===== config.mk =====
export PLATFORM = sky130hd
export DESIGN_NAME = slru_front
export DESIGN_NICKNAME = d
export VERILOG_FILES = /design/src/rtl/slru_pkg.sv /design/src/rtl/slru_front.sv
export SDC_FILE = /design/constraint.sdc
export NUM_CORES = 1
export LEC_CHECK = 0
export BUFFER_PORTS_ARGS = -buffer_cell sky130_fd_sc_hd__buf_2
export CORE_MARGIN = 5
export CORE_UTILIZATION = 40
export CTS_CLUSTER_DIAMETER = 50
export DETAILED_ROUTE_END_ITERATION = 10
export PLACE_DENSITY = 0.67
export SYNTH_ARGS = -nofsm -noshare
export SYNTH_HDL_FRONTEND = slang
export SYNTH_SLANG_ARGS = --single-unit

===== constraint.sdc =====
create_clock -name i_clk -period 2.5 [get_ports i_clk]
set_clock_uncertainty 0.1 [all_clocks]
set_input_delay 0.125 -clock i_clk [delete_from_list [all_inputs] [get_ports i_clk]]
set_output_delay 0.125 -clock i_clk [all_outputs]
set_load 0.005 [all_outputs]

===== src/rtl/slru_pkg.sv =====
// Shared constants, codes and word types of the LRU replacement block.
package slru_pkg;

    // Geometry; SETS and WAYS are powers of two
    localparam int SETS        = 64;
    localparam int WAYS        = 4;
    localparam int OFFSET_BITS = 6;
    localparam int ADDR_BITS   = 32;

    localparam int SET_BITS  = $clog2(SETS);
    localparam int WAY_BITS  = $clog2(WAYS);
    localparam int LINE_BITS = ADDR_BITS - OFFSET_BITS;
    localparam int TAG_BITS  = LINE_BITS - SET_BITS;

    // Port field widths
    localparam int OPC_W    = 2;
    localparam int ADDR_W   = 32;
    localparam int FLAG_W   = 2;
    localparam int STATUS_W = 2;
    localparam int WAYOUT_W = 2;

    // Queue depth between the stages (power of two)
    localparam int Q_DEPTH    = 2;
    localparam int Q_PTR_BITS = $clog2(Q_DEPTH);
    localparam int Q_CNT_BITS = $clog2(Q_DEPTH + 1);

    // Opcodes
    localparam logic [OPC_W-1:0] OP_TOUCH = 2'd0;
    localparam logic [OPC_W-1:0] OP_FILL  = 2'd1;
    localparam logic [OPC_W-1:0] OP_EVICT = 2'd2;

    // Status codes
    localparam logic [STATUS_W-1:0] ST_DONE = 2'd0;
    localparam logic [STATUS_W-1:0] ST_MISS = 2'd1;
    localparam logic [STATUS_W-1:0] ST_FULL = 2'd2;

    typedef struct packed {
        logic [OPC_W-1:0]  opcode;
        logic [ADDR_W-1:0] address;
        logic [FLAG_W-1:0] block_flag;
    } t_in_word;

    typedef struct packed {
        logic [STATUS_W-1:0] status;
        logic [ADDR_W-1:0]   victim_address;
        logic [FLAG_W-1:0]   victim_flag;
        logic [WAYOUT_W-1:0] way_used;
    } t_out_word;

    // Decoded request held between front and back
    typedef struct packed {
        logic [OPC_W-1:0]    opcode;
        logic [SET_BITS-1:0] set;
        logic [TAG_BITS-1:0] tag;
        logic [FLAG_W-1:0]   flag;
    } t_req;

    // Request queue head as seen by the back end
    typedef struct packed {
        logic empty;
        t_req req;
    } t_req_q;

    // Result handed to the result queue
    typedef struct packed {
        logic      push;
        t_out_word word;
    } t_res_push;

    // One way of a tag row, and a whole set
    typedef struct packed {
        logic [TAG_BITS-1:0] tag;
        logic [FLAG_W-1:0]   flag;
        logic [WAY_BITS-1:0] age;
    } t_way;

    typedef t_way [WAYS-1:0] t_row;

endpackage


===== src/rtl/slru_front.sv =====
// Front end: accepts request words, splits the address and queues them.
module slru_front (
    input  logic              i_clk,
    input  logic              i_rst_n,
    input  logic              push,
    output logic              full,
    input  slru_pkg::t_in_word i_word,
    input  logic              i_pop,
    output slru_pkg::t_req_q  o_req_q
);

    slru_pkg::t_req                    r_q [slru_pkg::Q_DEPTH];
    logic [slru_pkg::Q_PTR_BITS-1:0]   r_wptr;
    logic [slru_pkg::Q_PTR_BITS-1:0]   r_rptr;
    logic [slru_pkg::Q_CNT_BITS-1:0]   r_cnt;
    logic [slru_pkg::ADDR_BITS-1:0]    addr;
    slru_pkg::t_req                    dec;
    logic                              do_push;
    logic                              do_pop;

    // Split the byte address into set index and tag
    always_comb begin
        addr       = i_word.address[slru_pkg::ADDR_BITS-1:0];
        dec.opcode = i_word.opcode;
        dec.set    = addr[slru_pkg::OFFSET_BITS +: slru_pkg::SET_BITS];
        dec.tag    = addr[slru_pkg::OFFSET_BITS + slru_pkg::SET_BITS +: slru_pkg::TAG_BITS];
        dec.flag   = i_word.block_flag;
    end

    assign full          = (r_cnt == slru_pkg::Q_CNT_BITS'(slru_pkg::Q_DEPTH));
    assign do_push       = push && !full;
    assign do_pop        = i_pop && (r_cnt != '0);
    assign o_req_q.empty = (r_cnt == '0);
    assign o_req_q.req   = r_q[r_rptr];

    // Advance pointers and count
    always_ff @(posedge i_clk) begin
        if (!i_rst_n) begin
            r_wptr <= '0;
            r_rptr <= '0;
            r_cnt  <= '0;
        end else begin
            if (do_push) begin
                r_wptr <= r_wptr + 1'b1;
            end
            if (do_pop) begin
                r_rptr <= r_rptr + 1'b1;
            end
            r_cnt <= r_cnt + slru_pkg::Q_CNT_BITS'(do_push) - slru_pkg::Q_CNT_BITS'(do_pop);
        end
    end

    // Store the decoded word
    always_ff @(posedge i_clk) begin
        if (do_push) begin
            r_q[r_wptr] <= dec;
        end
    end

endmodule


Yosys cells after proc, flatten, opt, wreduce, memory -nomap -nowiden
Memory sizes are Yosys's and may differ from the RTL's. A register that Yosys moved wholly into a read port is not among the register bits.
Index checks and enable logic that the tools add are counted.
{"block": "totals", "in_bits": 40, "n_memories": 1, "ff_bits": 4, "elab_cells": 18, "ramBits": 60, "output_inout_bits": 32}
{"memory": "r_q", "words": 2, "width": 30, "read_ports": 1, "rd_clocked_by_memory_dff": 1, "write_ports": 1, "line": "slru_front.sv:12", "source": "slru_pkg::t_req r_q [slru_pkg::Q_DEPTH];"}
{"block": "op_classes", "reduce_logical": 5, "add_sub_neg": 4, "mux": 4, "eq_ne": 1}
{"cell": "2-to-1 mux 1 bit", "n": 4}
{"cell": "adder 1 bit, second input constant", "n": 2}
{"cell": "adder 2 x 1 -> 2 bit", "n": 1}
{"cell": "equality test 2 bit, second input constant", "n": 1}
{"cell": "logical AND 1 bit", "n": 2}
{"cell": "zero test 2 bit", "n": 1}
{"cell": "nonzero test 2 bit", "n": 1}
{"cell": "subtractor 2 x 1 -> 2 bit", "n": 1}
{"cell": "zero test 1 bit", "n": 1}

Logic depth before layout (Yosys ltp)
Gate-level depths: netlist of run 1.
{"block": "logic_depth", "ltp_word": 5, "mapped_depth": 8, "ltp_nobuf": 8}

Worst setup path after synthesis of run 1
Ideal clock, no wire load.
{"block": "synth_path", "path_kind": "reg2reg", "startpoint": "reg r_cnt[0] (netlist bit)", "endpoint": "mem r_q[0][0] (netlist bit), enable pin", "t_required_ps": 1983, "stages_incl_launch_ff": 4, "synth_period_minus_slack_ps": 2379, "setup_ps": 417, "slack_ps": 121, "path_buffers": 0, "t_arrival_ps": 1862, "path_cell_list": "dfxtp_1 nand2b_1 nand2_1 nor2_1"}
{"block": "synth_via", "elab_chain_cells": 5}
{"element": "from (decl)", "line": "slru_front.sv:15", "source": "logic [slru_pkg::Q_CNT_BITS-1:0] r_cnt;"}
{"element": "from (signal assigned)", "line": "slru_front.sv:49", "source": "r_cnt <= r_cnt + slru_pkg::Q_CNT_BITS'(do_push) - slru_pkg::Q_CNT_BITS'(do_pop);"}
{"element": "equality test 2 bit", "line": "slru_front.sv:30", "source": "assign full = (r_cnt == slru_pkg::Q_CNT_BITS'(slru_pkg::Q_DEPTH));"}
{"element": "zero test 1 bit", "line": "slru_front.sv:31", "source": "assign do_push = push && !full;"}
{"element": "logical AND 1 bit", "line": "slru_front.sv:31"}
{"element": "2-to-1 mux 1 bit", "line": "slru_front.sv:55", "source": "if (do_push) begin"}
{"element": "2-to-1 mux 1 bit (implied by the code)", "line": "slru_front.sv:56", "source": "r_q[r_wptr] <= dec;"}
{"element": "to (decl)", "line": "slru_front.sv:12"}
No other way between the ends.

==> results of run 1 <==
cell type report:
cell class / instances / area share
inverters: 3 / 0.00326
well taps: 77 / 0.0279
clock buffers: 10 / 0.0369
clock inverters: 5 / 0.0137
repair buffers: 100 / 0.200
flip-flops and latches: 65 / 0.550
multi-input cells: 49 / 0.168
cells by family after synthesis:
| logic type | Yosys count |
|---|---|
| flip-flops | 65 |
| multiplexers | 31 |
| AND/OR/NAND/NOR | 13 |
| buffers and inverters | 6 |
| XOR/XNOR | 2 |
| adder cells (fa/ha/maj) | 2 |
| AO/OA/AOI/OAI | 1 |
synthesized netlist by cell type:
library cell,n
nor3_1,1
xor2_1,1
nand2_1,2
and3_1,1
mux2i_1,1
dfxtp_1,5
inv_1,3
nor2_1,5
mux2_4,30
xnor2_1,1
edfxtp_1,60
o21a_2,1
and2_1,2
buf_6,3
ha_1,2
nand2b_1,2
per-stage QoR:
step / worst slack [ns] / power, W / instance area [um2]
5_1_grt: 0.485 / 0.00341 / 3460
3_5_place_dp: 0.696 / 0.00244 / 2970
3_3_place_gp: 0.772 / 0.00242 / 2970
4_1_cts: 0.525 / 0.00328 / 3460
2_1_floorplan: 0.121 / 0.00210 / 2520
6_report: 0.564 / 0.00323 / 3460
path summary, 6_finish.rpt:
kind / startpoint / endpoint
max: flop / o_req_q[2]
max reg2reg: r_cnt[0] / r_cnt[1]
min reg2reg: r_rptr / r_rptr
min: i_pop / r_rptr
worst max-delay path: stages (launching register included):
cell and delay (ns):
dfxtp_2 0.69, buf_12 0.25, mux2_4 0.31, buf_2 0.13
flip-flops by register name, indices dropped and copies added, names as in the netlist, named ones only:
name,cells
r_q,60
r_cnt,2
r_wptr,1
r_rptr,1
per-layer routing:
layer	GRT usage	vias up	part of all wire
li1	-	677	-
met3	0.0396	11	0.066
met1	0.134	632	0.41
met2	0.187	46	0.50
met5	0	-	0
met4	0.0731	0	0.025
what timing repair did:
item                       4_1_cts  5_1_grt
hold endpoints to repair        64        0
setup endpoints to repair        0        0
hold buffers                    31        0
power by group through the flow:
stage	Combinational, W	Sequential (W)	Clock (W)
floorplan	0.000615	0.00148	0
CTS	0.000936	0.00152	0.000822
global route	0.00100	0.00154	0.000874
detailed placement	0.000896	0.00154	0
global placement	0.000890	0.00153	0
finish	0.000915	0.00152	0.000801
==> run summary, run 1 <==
run status - finished, final reports clean
Critical Path End Type - primary output
worst vdd ir - 0.505 mV
diodes inserted - 0
commonest non-fill, non-tap cells in the layout - 65 x buf_2, 60 x edfxtp_1, 31 x dlygate4sd3_1, 30 x mux2_4, 9 x clkbuf_8
Synth Cell Area - 2520 um2
power share of the sequential group - 0.469
final core utilization - 0.554
max cap viols - 0
Total Wirelength - 4410 um
#FFs+latches synth - 65
first-pass GRT wire length - 6570 um
Static Leak - 1.41 nW
most common cell after layout, fill and taps aside - buf_2
Synth Area in XOR/XNOR - 0.00695
Sw Ratio - 0.255
worst slew pin tran - 0.565 ns
clk sinks - 65
Yosys Warn Count - 0
Placer Congestion - 0.666
Clk pwr share - 0.248
DP HPWL - 2840 um
max_slew headroom - 0.623
clk slew on worst S/H paths - 0.06 ns
RSZ-0062 raised after global routing - no
CTS buffer count - 9
initial core utilization - 0.404
first drt pass iteration count - 4
ratio of cells with drive above 1 in the final layout - 0.491
hold slack - 0.103 ns
syn_nets - 162
post-synthesis compound-gate area fraction - 0.00347
combinational power share - 0.283
simple-gate share of the synthesized area - 0.0248
total track usage - 0.117
H-tree depth - 3
clk buf depth - 2
final count of hold timing violations - 0
period utilisation layout - 0.774
mux cell area share after synthesis - 0.183
Post-Layout Cell Count - 309
startpoint types - flop
Pwr Density - 935 nW/um2
crit path time final - 1.94 ns
largest net degree at the start of global routing - 19
vias in the first global route - 1395
IO Pins - 72
routed length per instance - 14.3 um
Core ar. - 6240 um2
Mapped Cells - 120
Psw - 0.000826 W
routed vias - 1366
final setup fails - 0
initial antenna violation count - 0
Via-to-Cell Ratio - 4.42
worst min-delay path category - in -> reg
Setup CP Type - reg -> out
nets - 270
ranking of synthesized cells by area - edfxtp_1 71%, mux2_4 18%, dfxtp_1 4.0%
Yosys top cell by area - edfxtp_1
syn_area_per_cell - 21.0 um2
FMAX - 0.517 GHz
internal reg-to-reg setup slack - 0.72 ns
Setup TNS Final - 0 ns
IO Port Bufs - 65
Remaining DRCs - 0
post-CTS sizing - 0
main combinational cell family by area after synthesis - multiplexers
final slew viol count - 0
placed cell count - 263
clock root cell - clkbuf_8
CP arrival - 1.71 ns
top-area cell type share of the netlist area - 0.715
crit path max fanout - 16
Area Overhead vs Synth - 37.2%
die width - 89.4 um
adder-cell share of the synthesized area - 0.00993
Die H - 89.4 um
FILL cells - 512
internal power - 0.00241 W
FF-to-FF path depth - 8
Detail Route Antenna Nets - 0
Multi-input gate area - 582 um2
row count - 29
library cells used by synthesis - 16
Setup Buffers After CTS - 0
Overflow after GRT - 0
Die ar. - 7990 um2
sequential area share after synthesis - 0.754
Worst Hold Path Cells - 4
sequential cell area - 1900 um2
CTS tree - yes
Required @ worst endpoint - 2.28 ns
DR iter-0 viols - 75
clk_lat worst skew - 0.32 ns
Note: power is estimated with default switching activity, not from simulation.
==> run 2: changes to the inputs <==
==> constraint.sdc (replaced) <==
create_clock -name i_clk -period 1.72 [get_ports i_clk]
set_clock_uncertainty 0.1 [all_clocks]
set_input_delay 0.086 -clock i_clk [delete_from_list [all_inputs] [get_ports i_clk]]
set_output_delay 0.086 -clock i_clk [all_outputs]
set_load 0.005 [all_outputs]
==> run summary, run 2 (synthesized netlist as in run 1, its figures left out) <==
Clk pwr share - 0.241
vias in the first global route - 1422
hold endpoint - r_rptr
Overflow after GRT - 0
power share of the sequential group - 0.447
placed cell count - 266
FILL cells - 503
final core utilization - 0.565
HP Start - i_pop
crit path time final - 1.68 ns
Post-Layout Cell Count - 313
combinational power share - 0.312
CP max stage delay - 0.36 ns
diodes inserted - 0
Die ar. - 7990 um2
R2R Path End - r_cnt[1]
CTS buffer count - 9
crit path max fanout - 5
initial core utilization - 0.404
commonest non-fill, non-tap cells in the layout - 65 x buf_2, 60 x edfxtp_1, 31 x dlygate4sd3_1, 30 x mux2_4, 9 x clkbuf_8
worst slew pin tran - 0.296 ns
IO Port Bufs - 65
worst min-delay path category - in -> reg
FMAX - 0.595 GHz
r2r startpoint - r_cnt[1]
Multi-input gate area - 617 um2
Die H - 89.4 um
initial antenna violation count - 0
total track usage - 0.123
largest net degree at the start of global routing - 17
Total Wirelength - 4460 um
clk buf depth - 2
IO Pins - 72
row count - 29
clock root cell - clkbuf_8
Psw - 0.00123 W
Detail Route Antenna Nets - 0
first drt pass iteration count - 4
Static Leak - 1.44 nW
startpoint types - flop
Critical Path End Type - flop
CP max-delay cell - dfxtp_4
Largest register FFs - 60
register name with the most flops - r_q
internal power - 0.00357 W
CTS tree - yes
Sw Ratio - 0.257
Required @ worst endpoint - 1.87 ns
hold slack - 0.0633 ns
nets - 274
Core ar. - 6240 um2
clk slew on worst S/H paths - 0.06 ns
internal reg-to-reg setup slack - 0.04 ns
Remaining DRCs - 0
max_slew headroom - 0.803
final instance area - 3530 um2
Area Overhead vs Synth - 40.0%
final slew viol count - 0
Setup CP Type - reg -> reg
final setup fails - 0
DP HPWL - 2930 um
Pwr Density - 1360 nW/um2
Area after DPL - 3000 um2
DR iter-0 viols - 37
worst vdd ir - 0.697 mV
Final Power - 0.00481 W
routed vias - 1392
FF-to-FF path depth - 7
Placer Congestion - 0.683
sequential cell area - 1910 um2
period utilisation layout - 0.978
Top Registers - r_q: 60 flops, r_cnt: 2 flops
die width - 89.4 um
final count of hold timing violations - 0
first-pass GRT wire length - 6840 um
routed length per instance - 14.3 um
CP cell instances - o21a_4 -> ha_4 -> inv_1 -> ha_1 -> xor2_1 -> and2_1 -> nor3_1
clk sinks - 65
Worst Hold Path Cells - 4
most common cell after layout, fill and taps aside - buf_2
max cap viols - 0
Via-to-Cell Ratio - 4.45
CP arrival - 1.83 ns
H-tree depth - 3
clk_lat worst skew - 0.33 ns
run status - finished, final reports clean
ratio of cells with drive above 1 in the final layout - 0.525
## run 2: through the flow
stage	worst slack, ns	setup TNS (ns)
6_report	0.0381	0
5_1_grt	-0.0402	-0.0402
4_1_cts	0.00702	0
3_5_place_dp	0.0115	0
3_3_place_gp	0.0994	0
2_1_floorplan	0.0606	0
## run 2: timing repair
| action | CTS | global route |
|---|---|---|
| resized for setup | 0 | 8 |
| endpoints found under the hold margin | 65 | 0 |
| hold buffers | 31 | 0 |
| setup buffers | 0 | 1 |
| endpoints found under the setup margin | 0 | 1 |
## run 2: power groups by stage
stage / clock, W / sequential [W] / combinational (W)
floorplan: 0 / 0.00215 / 0.000902
global placement: 0 / 0.00215 / 0.00140
detailed placement: 0 / 0.00216 / 0.00141
CTS: 0.00120 / 0.00213 / 0.00147
global route: 0.00126 / 0.00218 / 0.00163
finish: 0.00116 / 0.00215 / 0.00150
## run 2: cell type report
type	instances	area share
inverter	3	0.00319
multi-input combinational	49	0.175
tap	77	0.0273
sequential	65	0.541
timing repair buffer	104	0.204
clock buffer	10	0.0362
clock inverter	5	0.0135
## run 2: critical path, delay by kind of cell, from the launching register on
| kind | cells | cell delay [ns] |
|---|---|---|
| buffers and inverters | 1 | 0.04 |
| flip-flops | 1 | 0.36 |
| adder cells (fa/ha/maj) | 2 | 0.43 |
| AND/OR/NAND/NOR | 2 | 0.31 |
| XOR/XNOR | 1 | 0.15 |
| AO/OA/AOI/OAI | 1 | 0.21 |
## run 2: how the worst max path moves through the flow
stage,start,to,slack (ns),cells past startpoint
final,r_cnt[1],r_cnt[1],0.04,7
after detailed placement,r_cnt[0],r_cnt[1],0.01,8
after global routing,r_cnt[0],r_cnt[1],-0.04,8
after global placement,r_cnt[0],r_cnt[1],0.1,8
after floorplan,r_cnt[0],r_cnt[1],0.06,8
after CTS,r_cnt[0],r_cnt[1],0.007,8
## run 2: routing by layer
layer,vias to the layer above,track usage,wire length (um)
met5,-,0,0
met4,0,0.0812,114
met3,9,0.0350,193
met2,33,0.201,2390
met1,669,0.139,1760
li1,681,-,-
