--- src/rtl/slru_pkg.sv ---
// Shared constants, codes and word types of the LRU replacement block.
package slru_pkg;

    // Geometry; SETS and WAYS are powers of two
    localparam int SETS        = 64;
    localparam int WAYS        = 4;
    localparam int OFFSET_BITS = 6;
    localparam int ADDR_BITS   = 32;

    localparam int SET_BITS  = $clog2(SETS);
    localparam int WAY_BITS  = $clog2(WAYS);
    localparam int LINE_BITS = ADDR_BITS - OFFSET_BITS;
    localparam int TAG_BITS  = LINE_BITS - SET_BITS;

    // Port field widths
    localparam int OPC_W    = 2;
    localparam int ADDR_W   = 32;
    localparam int FLAG_W   = 2;
    localparam int STATUS_W = 2;
    localparam int WAYOUT_W = 2;

    // Queue depth between the stages (power of two)
    localparam int Q_DEPTH    = 2;
    localparam int Q_PTR_BITS = $clog2(Q_DEPTH);
    localparam int Q_CNT_BITS = $clog2(Q_DEPTH + 1);

    // Opcodes
    localparam logic [OPC_W-1:0] OP_TOUCH = 2'd0;
    localparam logic [OPC_W-1:0] OP_FILL  = 2'd1;
    localparam logic [OPC_W-1:0] OP_EVICT = 2'd2;

    // Status codes
    localparam logic [STATUS_W-1:0] ST_DONE = 2'd0;
    localparam logic [STATUS_W-1:0] ST_MISS = 2'd1;
    localparam logic [STATUS_W-1:0] ST_FULL = 2'd2;

    typedef struct packed {
        logic [OPC_W-1:0]  opcode;
        logic [ADDR_W-1:0] address;
        logic [FLAG_W-1:0] block_flag;
    } t_in_word;

    typedef struct packed {
        logic [STATUS_W-1:0] status;
        logic [ADDR_W-1:0]   victim_address;
        logic [FLAG_W-1:0]   victim_flag;
        logic [WAYOUT_W-1:0] way_used;
    } t_out_word;

    // Decoded request held between front and back
    typedef struct packed {
        logic [OPC_W-1:0]    opcode;
        logic [SET_BITS-1:0] set;
        logic [TAG_BITS-1:0] tag;
        logic [FLAG_W-1:0]   flag;
    } t_req;

    // Request queue head as seen by the back end
    typedef struct packed {
        logic empty;
        t_req req;
    } t_req_q;

    // Result handed to the result queue
    typedef struct packed {
        logic      push;
        t_out_word word;
    } t_res_push;

    // One way of a tag row, and a whole set
    typedef struct packed {
        logic [TAG_BITS-1:0] tag;
        logic [FLAG_W-1:0]   flag;
        logic [WAY_BITS-1:0] age;
    } t_way;

    typedef t_way [WAYS-1:0] t_row;

endpackage

--- src/rtl/slru_resq.sv ---
// Result queue: holds finished result words until they are popped.
module slru_resq (
    input  logic                i_clk,
    input  logic                i_rst_n,
    input  slru_pkg::t_res_push i_res,
    output logic                o_full,
    input  logic                pop,
    output logic                empty,
    output slru_pkg::t_out_word o_word
);

    slru_pkg::t_out_word             r_q [slru_pkg::Q_DEPTH];
    logic [slru_pkg::Q_PTR_BITS-1:0] r_wptr;
    logic [slru_pkg::Q_PTR_BITS-1:0] r_rptr;
    logic [slru_pkg::Q_CNT_BITS-1:0] r_cnt;
    logic                            do_push;
    logic                            do_pop;

    assign o_full  = (r_cnt == slru_pkg::Q_CNT_BITS'(slru_pkg::Q_DEPTH));
    assign empty   = (r_cnt == '0);
    assign do_push = i_res.push && !o_full;
    assign do_pop  = pop && !empty;
    assign o_word  = r_q[r_rptr];

    // Advance pointers and count
    always_ff @(posedge i_clk) begin
        if (!i_rst_n) begin
            r_wptr <= '0;
            r_rptr <= '0;
            r_cnt  <= '0;
        end else begin
            if (do_push) begin
                r_wptr <= r_wptr + 1'b1;
            end
            if (do_pop) begin
                r_rptr <= r_rptr + 1'b1;
            end
            r_cnt <= r_cnt + slru_pkg::Q_CNT_BITS'(do_push) - slru_pkg::Q_CNT_BITS'(do_pop);
        end
    end

    // Store the result word
    always_ff @(posedge i_clk) begin
        if (do_push) begin
            r_q[r_wptr] <= i_res.word;
        end
    end

endmodule

--- config.mk ---
export PLATFORM = sky130hd
export DESIGN_NAME = slru_resq
export DESIGN_NICKNAME = d
export VERILOG_FILES = /design/src/rtl/slru_pkg.sv /design/src/rtl/slru_resq.sv
export SDC_FILE = /design/constraint.sdc
export NUM_CORES = 1
export LEC_CHECK = 0
export BUFFER_PORTS_ARGS = -buffer_cell sky130_fd_sc_hd__buf_2
export CAP_MARGIN = 10
export CORE_ASPECT_RATIO = 1.2
export CORE_MARGIN = 2
export CORE_UTILIZATION = 52
export CTS_CLUSTER_DIAMETER = 30
export DETAILED_ROUTE_END_ITERATION = 16
export HOLD_SLACK_MARGIN = 0.12
export PLACE_DENSITY = 0.88
export SETUP_SLACK_MARGIN = 0.5
export SKIP_LAST_GASP = 1
export SLEW_MARGIN = 20
export SYNTH_ARGS = -nofsm -noshare
export SYNTH_HDL_FRONTEND = slang
export SYNTH_SLANG_ARGS = --single-unit
--- constraint.sdc ---
create_clock -name i_clk -period 3.5 [get_ports i_clk]
set_clock_uncertainty 0.1 [all_clocks]
set_input_delay 0.875 -clock i_clk [delete_from_list [all_inputs] [get_ports i_clk]]
set_output_delay 0.875 -clock i_clk [all_outputs]
set_load 0.1 [all_outputs]
== Word-level counts from Yosys, hierarchy flattened ==
Memory sizes are Yosys's and may differ from the RTL's. A register that Yosys moved wholly into a read port is not among the register bits.
Index checks and enable logic that the tools add are counted.
Operators by class
  multiplexer cells: 4
  reductions and logical operators: 5
  equal/unequal tests: 1
  $add $sub $neg: 4
Operator list (count)
  1-bit 2-to-1 mux: 4
  1-bit adder (second input constant): 2
  2-bit by 1-bit adder with 2-bit output: 1
  2-bit equality test (second input constant): 1
  1-bit logical AND: 2
  1-bit logical NOT: 2
  2-bit logical NOT: 1
  2-bit by 1-bit subtractor with 2-bit output: 1
Word-level totals
  memories: 1
  word-level logic and storage cells: 18
  RAM bits: 76
  bits in registers: 4
  bits of input ports: 42
  output and inout port bits: 40
Memory list
  r_q: depth 2, bits a word 38, rd ports 1, clocked after memory_dff 1, wr ports 1, RTL line slru_resq.sv:12  | slru_pkg::t_out_word r_q [slru_pkg::Q_DEPTH];

== Longest topological paths before layout ==
Gate-level depths: netlist (run 1).
  word-level depth: 5
  gate-level depth with buffers: 8
  gate-level depth less buffers: 8

== Worst setup path before layout (run 1) ==
OpenSTA, ideal clock, no wires.
  path type: input to register
  start point: in i_res[38] in the netlist's numbering
  end point: mem r_q[0][0] in the netlist's numbering (enable)
  stages on the path: 2
  setup slack: 395 ps
  library setup time: 433 ps
  data arrival time: 2572 ps
  path buffers: 0
  path through: nand2_1 > nor2_1
Between the ends
  word-level cells in the longest chain between the ends: 3
RTL lines
  start: declaration: RTL line slru_resq.sv:5  | input slru_pkg::t_res_push i_res,
  1-bit logical AND: RTL line slru_resq.sv:21  | assign do_push = i_res.push && !o_full;
  1-bit 2-to-1 mux: RTL line slru_resq.sv:44  | if (do_push) begin
  1-bit 2-to-1 mux (implied by the code): RTL line slru_resq.sv:45  | r_q[r_wptr] <= i_res.word;
  end: declaration: RTL line slru_resq.sv:12
Every way passes these cells.

==> results of run 1 <==
area by class of cell:
cell class,count,area share [%]
Tap cell,80,2.673
Multi-Input combinational cell,57,16.94
Inverter,3,0.3007
Timing Repair Buffer,84,11.76
Clock inverter,5,1.270
Clock buffer,10,3.408
Sequential cell,81,63.65
per-layer routing:
layer | vias to the layer above | part of all wire (%) | global-route usage [%] | routed length (um)
li1 | 737 | - | - | -
met1 | 736 | 40 | 17.20 | 1967
met2 | 49 | 52 | 25.49 | 2560
met3 | 11 | 5.5 | 6.099 | 272
met4 | 2 | 2.4 | 7.107 | 117
met5 | - | 0.20 | 0 | 10
cells by family after synthesis:
kind of cell	count (synthesis)	synth area share, %
compound gates	1	0.2456
xor+xnor	2	0.5729
fa+ha+maj	2	0.8182
buf+inv	7	1.636
flops	81	77.91
mux	39	16.78
simple gates	13	2.046
sequential cells by signal, indices dropped and copies added, names as in the netlist, named ones only:
name and flops:
r_rptr 1, r_wptr 1, r_q 76, r_cnt 2
per-stage QoR:
step / hold slack, ns / cell area (um^2)
after floorplan: 0.3660 / 3060
after global placement: 0.3953 / 3570
after detailed placement: 0.4150 / 3570
after CTS: 0.4281 / 3745
after global routing: 0.4583 / 3745
final: 0.4264 / 3745
cells in the mapped netlist:
| cell | instances | share of area, % |
|---|---|---|
| buf_2 | 1 | 0.16 |
| mux2_4 | 20 | 9.8 |
| ha_1 | 2 | 0.82 |
| mux2_2 | 18 | 6.6 |
| edfxtp_1 | 76 | 75 |
| inv_1 | 3 | 0.37 |
| nor2_1 | 5 | 0.61 |
| o21a_1 | 1 | 0.25 |
| xnor2_1 | 1 | 0.29 |
| nand2_1 | 2 | 0.25 |
| buf_6 | 3 | 1.1 |
| xor2_1 | 1 | 0.29 |
| mux2i_1 | 1 | 0.33 |
| nor3_1 | 1 | 0.16 |
| and3_1 | 1 | 0.20 |
| and2_1 | 2 | 0.41 |
| dfxtp_1 | 5 | 3.3 |
| nand2b_1 | 2 | 0.41 |
path summary, 6_finish.rpt:
path / startpoint / to / slack (ns)
worst min register to register: r_wptr / r_wptr / 0.43
worst max-delay path: flop / o_word[37] / 0.64
worst min-delay path: r_wptr / r_wptr / 0.43
worst max register to register: r_cnt[0] / r_q[0][24] / 1.59
critical path, stage by stage, from the launching register on:
cell	delay, ns
dfxtp_2	0.65
buf_12	0.26
mux2_2	0.35
buf_2	0.29
layout by cell type (no fill, tap or decap), drive strengths merged:
| cell type | synthesis | layout |
|---|---|---|
| mux2i | 1 | 1 |
| xor2 | 1 | 1 |
| nand2b | 2 | 2 |
| bufinv | 0 | 1 |
| o21a | 1 | 1 |
| edfxtp | 76 | 76 |
| and2 | 2 | 2 |
| and3 | 1 | 1 |
| nor3 | 1 | 1 |
| dfxtp | 5 | 5 |
| ha | 2 | 2 |
| inv | 3 | 3 |
| buf | 4 | 84 |
| clkbuf | 0 | 10 |
| nand2 | 2 | 2 |
| clkinv | 0 | 4 |
| mux2 | 38 | 38 |
| nor2 | 5 | 5 |
| xnor2 | 1 | 1 |
==> metrics.md, run 1 <==
| Metric | Value |
|---|---|
| Startpoint types | `flop` |
| Layout cell share with drive strength beyond 1 | `57.08%` |
| Critical Setup Path Class | `reg2out` |
| TNS Setup | `0 ns` |
| Non-Filler Instances | `320` |
| Number of setup buffers added after CTS | `0` |
| Post-CTS Hold Buffers | `0` |
| Die footprint | `0.006513 mm^2` |
| Area of the core | `0.005668 mm^2` |
| Placed Cells incl. Taps | `305` |
| Die Span Y | `88.01 um` |
| Status | `finished, final reports clean` |
| Post-layout util | `66.07%` |
| CTS tree | `yes` |
| Slew Limit Fails | `0` |
| Mean cell area of the mapped netlist | `21.09 um^2` |
| Setup violators final | `0` |
| Final Hold Viols | `0` |
| Hold/Removal Path Class | `reg2reg` |
| Syn Std Cell Area | `0.003058 mm^2` |
| # DRC | `0` |
| Worst setup EP type | `output pin` |
| Final nets | `280` |
| Diode count | `0` |
| Cell Rows | `30` |
| Area Overhead vs Synth | `22.46%` |
| Initial Util | `53.95%` |
| CTS Buffer Depth | `2` |
| Crit path max fanout | `20` |
| Root Buffer | `clkbuf_8` |
| Net count after synthesis | `189` |
| Warnings from Yosys | `0` |
| #FFs+latches synth | `81` |
| Routability Congestion | `0.6705` |
| Max transition margin | `40.81%` |
| ANT nets after route | `0` |
| Tcrit/Tclk final | `81.64%` |
| Worst reg2reg path depth | `4` |
| Vias in the first global route | `1505` |
| Wire per inst | `15.40 um` |
| Via density | `4.797` |
| Wirelength, routed | `4928 um` |
| Clock Pin Slew Worst Setup and Hold Paths | `0.07 ns` |
| Vias post-DR | `1535` |
| Number of fill cells | `412` |
| Footprint of the multi-input gates | `634.4 um^2` |
| Largest net degree at the start of global routing | `39` |
| Post-cts sizing count | `0` |
| Register area share after synthesis | `77.91%` |
| Setup WS post-layout | `0.6425 ns` |
| Arr. time, crit path | `1.88 ns` |
| FMAX | `0.3500 GHz` |
| Worst endpoint required time | `2.52 ns` |
| Clk sink count | `81` |
| Hold-critical path depth | `2` |
| Die span in x | `74.01 um` |
| Max cap viols | `0` |
| TritonCTS buffer count | `9` |
| Pre-CTS WS | `0.9752 ns` |
| Register area | `0.002384 mm^2` |
| Cell variety after synth | `18` |
| Cells after Synth | `145` |
| First-pass GRT wire length | `7079 um` |
| GRT Resource Usage Total | `15.32%` |
| Gr ovfl total | `0` |
| Hpwl dp | `3435 um` |
| Starting DRT DRC Count | `136` |
| Initial antenna violation count | `1` |
| Worst-Margin Slew | `0.8878 ns` |
| Min Clock Period, post-route | `2.858 ns` |
| Clock Latency Late Sink | `0.33 ns` |
| DRT Pass-1 Iters | `4` |
| CTS H-tree depth | `3` |
| RSZ-0062 raised after global routing | `false` |
| Port-buffer cells | `81` |
| Ports | `82` |
Power of run 1 is not shown: default switching activity piles up to over one toggle a cycle in this logic, so the estimate is an artifact.
==> run 2: changes to the inputs <==
--- a/config.mk
+++ b/config.mk
@@ -5,6 +5,7 @@
 export SDC_FILE = /design/constraint.sdc
 export NUM_CORES = 1
 export LEC_CHECK = 0
+export ABC_AREA = 1
 export BUFFER_PORTS_ARGS = -buffer_cell sky130_fd_sc_hd__buf_2
 export CAP_MARGIN = 10
 export CORE_ASPECT_RATIO = 1.2
==> constraint.sdc (replaced) <==
create_clock -name i_clk -period 2.9 [get_ports i_clk]
set_clock_uncertainty 0.1 [all_clocks]
set_input_delay 0.725 -clock i_clk [delete_from_list [all_inputs] [get_ports i_clk]]
set_output_delay 0.725 -clock i_clk [all_outputs]
set_load 0.1 [all_outputs]
==> run 2 against run 1 <==
First-iteration DRC count down 51%; critical endpoint is now o_word[5]; setup slack worse by 0.087 ns; hold slack lost 0.011 ns; register-to-register slack worse by 0.40 ns; count of clock-buffer cells in the layout down 1; final cell count grew 3.8%; wire length is 0.97% lower; final area grew 2.0%; die area is 0.43% higher.
==> metrics.md, run 2 <==
| Metric | Value |
|---|---|
| RSZ-0062 raised after global routing | `true` |
| CTS tree | `yes` |
| Gr ovfl total | `0 (unchanged)` |
| Fin area | `0.003821 mm^2 (+2.0%)` |
| Final nets | `292 (+4.3%)` |
| Number of synthesized flops with an enable pin | `76 (unchanged)` |
| Final Hold Viols | `0 (unchanged)` |
| Die span in x | `74.16 um (+0.21%)` |
| Mux share of post-synthesis cell area | `16.37% (-0.40 points)` |
| Worst-Margin Slew | `0.5192 ns (-0.3686 ns)` |
| Commonest non-fill, non-tap cell in the layout | `edfxtp_1` |
| Setup violators final | `0 (unchanged)` |
| Critical path's top delay family | `buffers and inverters` |
| Worst path max stage delay | `0.35 ns (-0.30 ns)` |
| Vias post-DR | `1590 (+3.6%)` |
| Wire per inst | `14.70 um (-4.6%)` |
| Hold/Removal Path Class | `reg2reg` |
| CTS Buffer Depth | `2 (unchanged)` |
| Simple-gate share of the synthesized area | `2.566% (+0.52 points)` |
| Area of the core | `0.005668 mm^2 (unchanged)` |
| Ports | `82 (unchanged)` |
| DRT Pass-1 Iters | `4 (unchanged)` |
| Post-layout util | `67.42% (+1.3 points)` |
| Register area share after synthesis | `77.56% (-0.35 points)` |
| # DRC | `0 (unchanged)` |
| Clock Pin Slew Worst Setup and Hold Paths | `0.07 ns (about the same)` |
| Die footprint | `0.006541 mm^2 (+0.43%)` |
| Largest net degree at the start of global routing | `39 (unchanged)` |
| Cell depth of the worst setup path | `3 (unchanged)` |
| Initial antenna violation count | `0 (-1)` |
| Critical Setup Path Class | `reg2out` |
| Count leader, synth | `edfxtp_1` |
| Tcrit/Tclk final | `80.86%` |
| First-pass GRT wire length | `7093 um (+0.20%)` |
| Wirelength, routed | `4880 um (-0.97%)` |
| Hold-critical path depth | `2 (unchanged)` |
| Arr. time, crit path | `1.52 ns (-0.36 ns)` |
| FMAX | `0.4265 GHz` |
| Buf+Inv Stages, Crit Path | `2 (unchanged)` |
| Routability Congestion | `0.6771 (+0.98%)` |
| Top reg by flops | `r_q` |
| Vias in the first global route | `1612 (+7.1%)` |
| Startpoint types | `flop` |
| Min Clock Period, post-route | `2.345 ns` |
| Synth Area in XOR/XNOR | `0% (-0.57 points)` |
| Pre-CTS WS | `0.7553 ns (-0.2199 ns)` |
| Hpwl dp | `3212 um (-6.5%)` |
| CTS H-tree depth | `3 (unchanged)` |
| Layout cell share with drive strength beyond 1 | `55.95% (-1.1 points)` |
| #FFs+latches synth | `81 (unchanged)` |
| Worst reg2reg path depth | `10 (+6)` |
| TNS Setup | `0 ns (unchanged)` |
| Max cap viols | `0 (unchanged)` |
| Leading registers by flop count | `r_q (76), r_cnt (2)` |
| Slew Limit Fails | `0 (unchanged)` |
| Register-to-Register Setup Slack | `1.19 ns (-0.40 ns)` |
| ANT nets after route | `0 (unchanged)` |
| GRT Resource Usage Total | `15.26% (-0.066 points)` |
| Area Overhead vs Synth | `24.40%` |
| Warnings from Yosys | `0 (unchanged)` |
| Post-synth top flop | `edfxtp_1` |
| Max transition margin | `65.39% (+25 points)` |
| Crit path max fanout | `17 (-15%)` |
| Clock Latency Late Sink | `0.33 ns (about the same)` |
| Port-buffer cells | `81 (unchanged)` |
| Largest family of logic cells by synthesized area | `multiplexers` |
| Net count after synthesis | `200 (+5.8%)` |
| Adder-Cell Fraction of Synth Area | `0.8147% (-0.0037 points)` |
| Hold path start | `r_rptr` |
| Synth Area in Compound Gates | `0.3259% (+0.080 points)` |
| End of the worst register-to-register path | `r_cnt[1]` |
| Post-CTS Hold Buffers | `0 (unchanged)` |
| Max reg flops | `76 (unchanged)` |
| TritonCTS buffer count | `9 (unchanged)` |
| Commonest non-fill, non-tap cells in the layout | `edfxtp_1, buf_2, mux2_4, buf_4, mux2_2` |
| Dpl cell area | `0.003580 mm^2 (+0.28%)` |
| Root Buffer | `clkbuf_8` |
| Post-synth top cells | `edfxtp_1, mux2_4, mux2_2, inv_1, nand2_1` |
| Cells after Synth | `156 (+7.6%)` |
| Via density | `4.789 (-0.16%)` |
| Die Span Y | `88.20 um (+0.22%)` |
| Post-synth ARST share | `0% (unchanged)` |
| Synth top area share | `74.30% (-0.33 points)` |
| Worst setup EP type | `output pin` |
| Setup WS post-layout | `0.5551 ns (-0.08736 ns)` |
| Mean cell area of the mapped netlist | `19.69 um^2 (-6.6%)` |
| Slowest cell on crit path | `dfxtp_2` |
| Worst path cell trace | `buf_6 > mux2_4 > buf_2` |
| Cell Rows | `30 (unchanged)` |
| Status | `finished, final reports clean` |
| Top post-synthesis cells by area | `edfxtp_1, mux2_4, mux2_2` |
| Initial Util | `54.19% (+0.24 points)` |
| Starting DRT DRC Count | `67 (-51%)` |
| Area leader, netlist | `edfxtp_1` |
| Clk sink count | `81 (unchanged)` |
| Reg2reg start | `r_cnt[0]` |
| Diode count | `0 (unchanged)` |
| Worst endpoint required time | `2.08 ns (-0.44 ns)` |
| Cell variety after synth | `12 (-6)` |
| Syn Std Cell Area | `0.003072 mm^2 (+0.45%)` |
run 2: layout make-up:
cell class,instances,area [um^2]
clock buffers,9,123.9
clock inverters,6,36.28
fillers,402,1847
inverters,9,33.78
multi-input cells,62,626.9
flip-flops and latches,81,2384
well taps,80,100.1
repair buffers,85,516.7
run 2: worst max path at each step:
stage / start / end / slack (ns)
2_1_floorplan: i_res[38] / r_q[0][0] / 0.60
3_3_place_gp: flop / o_word[32] / 0.79
3_5_place_dp: flop / o_word[0] / 0.76
4_1_cts: flop / o_word[22] / 0.50
5_1_grt: flop / o_word[5] / 0.50
6_report: flop / o_word[5] / 0.56
run 2: cell families after synthesis:
logic type,Yosys count
fa+ha+maj,2
mux,38
flops,81
buf+inv,13
simple gates,20
compound gates,2
run 2: metrics by stage:
stage	instances	hold slack (ns)
floorplan	156	0.3675
global placement	317	0.3819
detailed placement	317	0.3900
CTS	332	0.4158
global route	332	0.4568
finish	332	0.4151
run 2: routing by layer:
layer | share of wire [%] | global-route usage (%) | wire length [um] | vias up
met5 | 0 | 0 | 0 | -
met4 | 0.55 | 6.942 | 27 | 0
met3 | 5.8 | 5.293 | 282 | 2
met2 | 55 | 26.70 | 2707 | 42
met1 | 38 | 16.44 | 1863 | 784
li1 | - | - | - | 762
run 2: tightest hold or removal path, delay by kind of cell (launching register included):
family	cells	cell delay [ns]
and+or+nand+nor	2	0.14
DFF	1	0.34
run 2: what timing repair did:
| action | in CTS | in global routing |
|---|---|---|
| endpoints found under the setup margin | 38 | 23 |
| buffers inserted | 0 | 0 |
| resized for setup | 17 | 17 |
Power of run 2 is left out for the same reason.
==> run 3: changes to the inputs <==
--- a/config.mk
+++ b/config.mk
@@ -5,7 +5,7 @@
 export SDC_FILE = /design/constraint.sdc
 export NUM_CORES = 1
 export LEC_CHECK = 0
-export ABC_AREA = 1
+export ABC_AREA = 0
 export BUFFER_PORTS_ARGS = -buffer_cell sky130_fd_sc_hd__buf_2
 export CAP_MARGIN = 10
 export CORE_ASPECT_RATIO = 1.2
==> constraint.sdc (replaced) <==
create_clock -name i_clk -period 2.42 [get_ports i_clk]
set_clock_uncertainty 0.1 [all_clocks]
set_input_delay 0.605 -clock i_clk [delete_from_list [all_inputs] [get_ports i_clk]]
set_output_delay 0.605 -clock i_clk [all_outputs]
set_load 0.1 [all_outputs]
==> run 3 against run 2 <==
Via count grew 1.9%; final area up 18%; core utilization increased by 12 points; first-iteration DRC count increased by 79%; count of clock-buffer cells in the layout rose by 1; non-clock buffer count increased by 7; wire length is 24% higher; largest cell class unchanged.
==> metrics.md, run 3 (synthesized netlist as in run 1, its figures left out) <==
| Metric | Value |
|---|---|
| TNS Setup | `0 ns (unchanged)` |
| Crit path max fanout | `9 (-8)` |
| Post-CTS Hold Buffers | `0 (unchanged)` |
| Hold/Removal Path Class | `in2reg` |
| Max cap viols | `0 (unchanged)` |
| CTS tree | `yes` |
| Port-buffer cells | `81 (unchanged)` |
| Root Buffer | `clkbuf_8` |
| Via density | `4.927 (+2.9%)` |
| Area of the core | `0.005668 mm^2 (unchanged)` |
| Initial Util | `53.95% (-0.24 points)` |
| Commonest non-fill, non-tap cells in the layout | `edfxtp_1, buf_2, buf_12` |
| Gr ovfl total | `0 (unchanged)` |
| Vias in the first global route | `1790 (+11%)` |
| Vias post-DR | `1621 (+1.9%)` |
| Commonest non-fill, non-tap cell in the layout | `edfxtp_1` |
| Critical Setup Path Class | `reg2out` |
| End of the worst register-to-register path | `r_cnt[1]` |
| Diode count | `0 (unchanged)` |
| Wirelength, routed | `6061 um (+24%)` |
| Initial antenna violation count | `0 (unchanged)` |
| Startpoint types | `flop` |
| Routability Congestion | `0.6765 (about the same)` |
| Tcrit/Tclk final | `90.78%` |
| DRT Pass-1 Iters | `4 (unchanged)` |
| Largest net degree at the start of global routing | `27 (-31%)` |
| Final nets | `288 (-1.4%)` |
| Worst-Margin Slew | `0.3607 ns (-0.1585 ns)` |
| Clock Latency Late Sink | `0.33 ns (about the same)` |
| TritonCTS buffer count | `9 (unchanged)` |
| Hpwl dp | `3502 um (+9.0%)` |
| Reg2reg start | `r_cnt[0]` |
| Die Span Y | `88.01 um (-0.22%)` |
| GRT Resource Usage Total | `19.44% (+4.2 points)` |
| Die span in x | `74.01 um (-0.21%)` |
| Non-Filler Instances | `329 (-0.90%)` |
| Number of fill cells | `269 (-33%)` |
| Ports | `82 (unchanged)` |
| Layout cell share with drive strength beyond 1 | `59.84% (+3.9 points)` |
| Max reg flops | `76 (unchanged)` |
| # DRC | `0 (unchanged)` |
| FMAX | `0.4552 GHz` |
| Hold EP | `r_q[0][7]` |
| Arr. time, crit path | `1.49 ns (-0.03 ns)` |
| Clock Pin Slew Worst Setup and Hold Paths | `0.09 ns (+0.02 ns)` |
| Register-to-Register Setup Slack | `0.59 ns (-0.60 ns)` |
| Setup violators final | `0 (unchanged)` |
| Worst setup EP type | `output pin` |
| Cell Rows | `30 (unchanged)` |
| Die footprint | `0.006513 mm^2 (-0.42%)` |
| Leading registers by flop count | `r_q (76), r_cnt (2)` |
| Slew Limit Fails | `0 (unchanged)` |
| Max transition margin | `75.95% (+11 points)` |
| Hold path start | `i_res[7]` |
| ANT nets after route | `0 (unchanged)` |
| Clk sink count | `81 (unchanged)` |
| Wire per inst | `18.42 um (+25%)` |
| Footprint of the multi-input gates | `678.2 um^2 (+8.2%)` |
| RSZ-0062 raised after global routing | `true` |
| Worst reg2reg path depth | `8 (-2)` |
| Hold-critical path depth | `1 (-1)` |
| Area Overhead vs Synth | `47.91%` |
| CTS Buffer Depth | `2 (unchanged)` |
| Worst endpoint required time | `1.71 ns (-0.37 ns)` |
| Starting DRT DRC Count | `120 (+79%)` |
| Status | `finished, final reports clean` |
| Top reg by flops | `r_q` |
| Register area | `0.002387 mm^2 (+0.16%)` |
| CTS H-tree depth | `3 (unchanged)` |
| First-pass GRT wire length | `8866 um (+25%)` |
| Min Clock Period, post-route | `2.197 ns` |
| Final Hold Viols | `0 (unchanged)` |
| Placed Cells incl. Taps | `307 (-3.2%)` |
-- run 3: layout make-up --
type	count	area share (%)
multi-input combinational	57	14.99
tap	80	2.213
timing repair buffer	92	24.59
clock buffer	10	2.822
inverter	3	0.2490
clock inverter	6	2.351
sequential	81	52.78
-- run 3: worst max-delay path by stage --
stage | startpoint | endpoint | slack (ns) | cells after the start
6_report | flop | o_word[1] | 0.22 | 4
5_1_grt | flop | o_word[34] | 0.18 | 4
4_1_cts | flop | o_word[1] | 0.21 | 4
3_5_place_dp | flop | o_word[27] | 0.39 | 3
3_3_place_gp | flop | o_word[37] | 0.42 | 3
2_1_floorplan | r_cnt[1] | empty | 0.58 | 1
-- run 3: repair_timing --
item                                    4_1_cts  5_1_grt
endpoints found under the setup margin       40       39
hold endpoints to repair                      0        0
resized for setup                           157        6
cloned                                        3        0
setup buffers                                 3        0
-- run 3: metal layers --
| metal | GRT usage (%) | part of all wire [%] | routed length [um] | vias to the layer above |
|---|---|---|---|---|
| met1 | 21.94 | 38 | 2310 | 810 |
| met2 | 35.39 | 57 | 3446 | 51 |
| li1 | - | - | - | 758 |
| met4 | 6.942 | 0.76 | 46 | 0 |
| met3 | 4.718 | 4.3 | 258 | 2 |
| met5 | 0 | 0 | 0 | - |
-- run 3: worst max-delay path: stages (launching register included) --
cell and delay, ns:
dfxtp_4 0.40, buf_4 0.13, buf_12 0.14, mux2_4 0.33, buf_12 0.17
-- run 3: metrics by stage --
step | cell area [um^2] | utilization [%] | hold slack (ns) | setup slack, ns
finish | 4523 | 79.80 | 0.3501 | 0.2231
global route | 4523 | 79.80 | 0.3390 | 0.1832
CTS | 4502 | 79.43 | 0.3352 | 0.2106
detailed placement | 3587 | 63.29 | 0.4221 | 0.3919
global placement | 3587 | 63.29 | 0.3957 | 0.4229
floorplan | 3069 | - | 0.3809 | 0.5818
Power of run 3 is left out for the same reason.
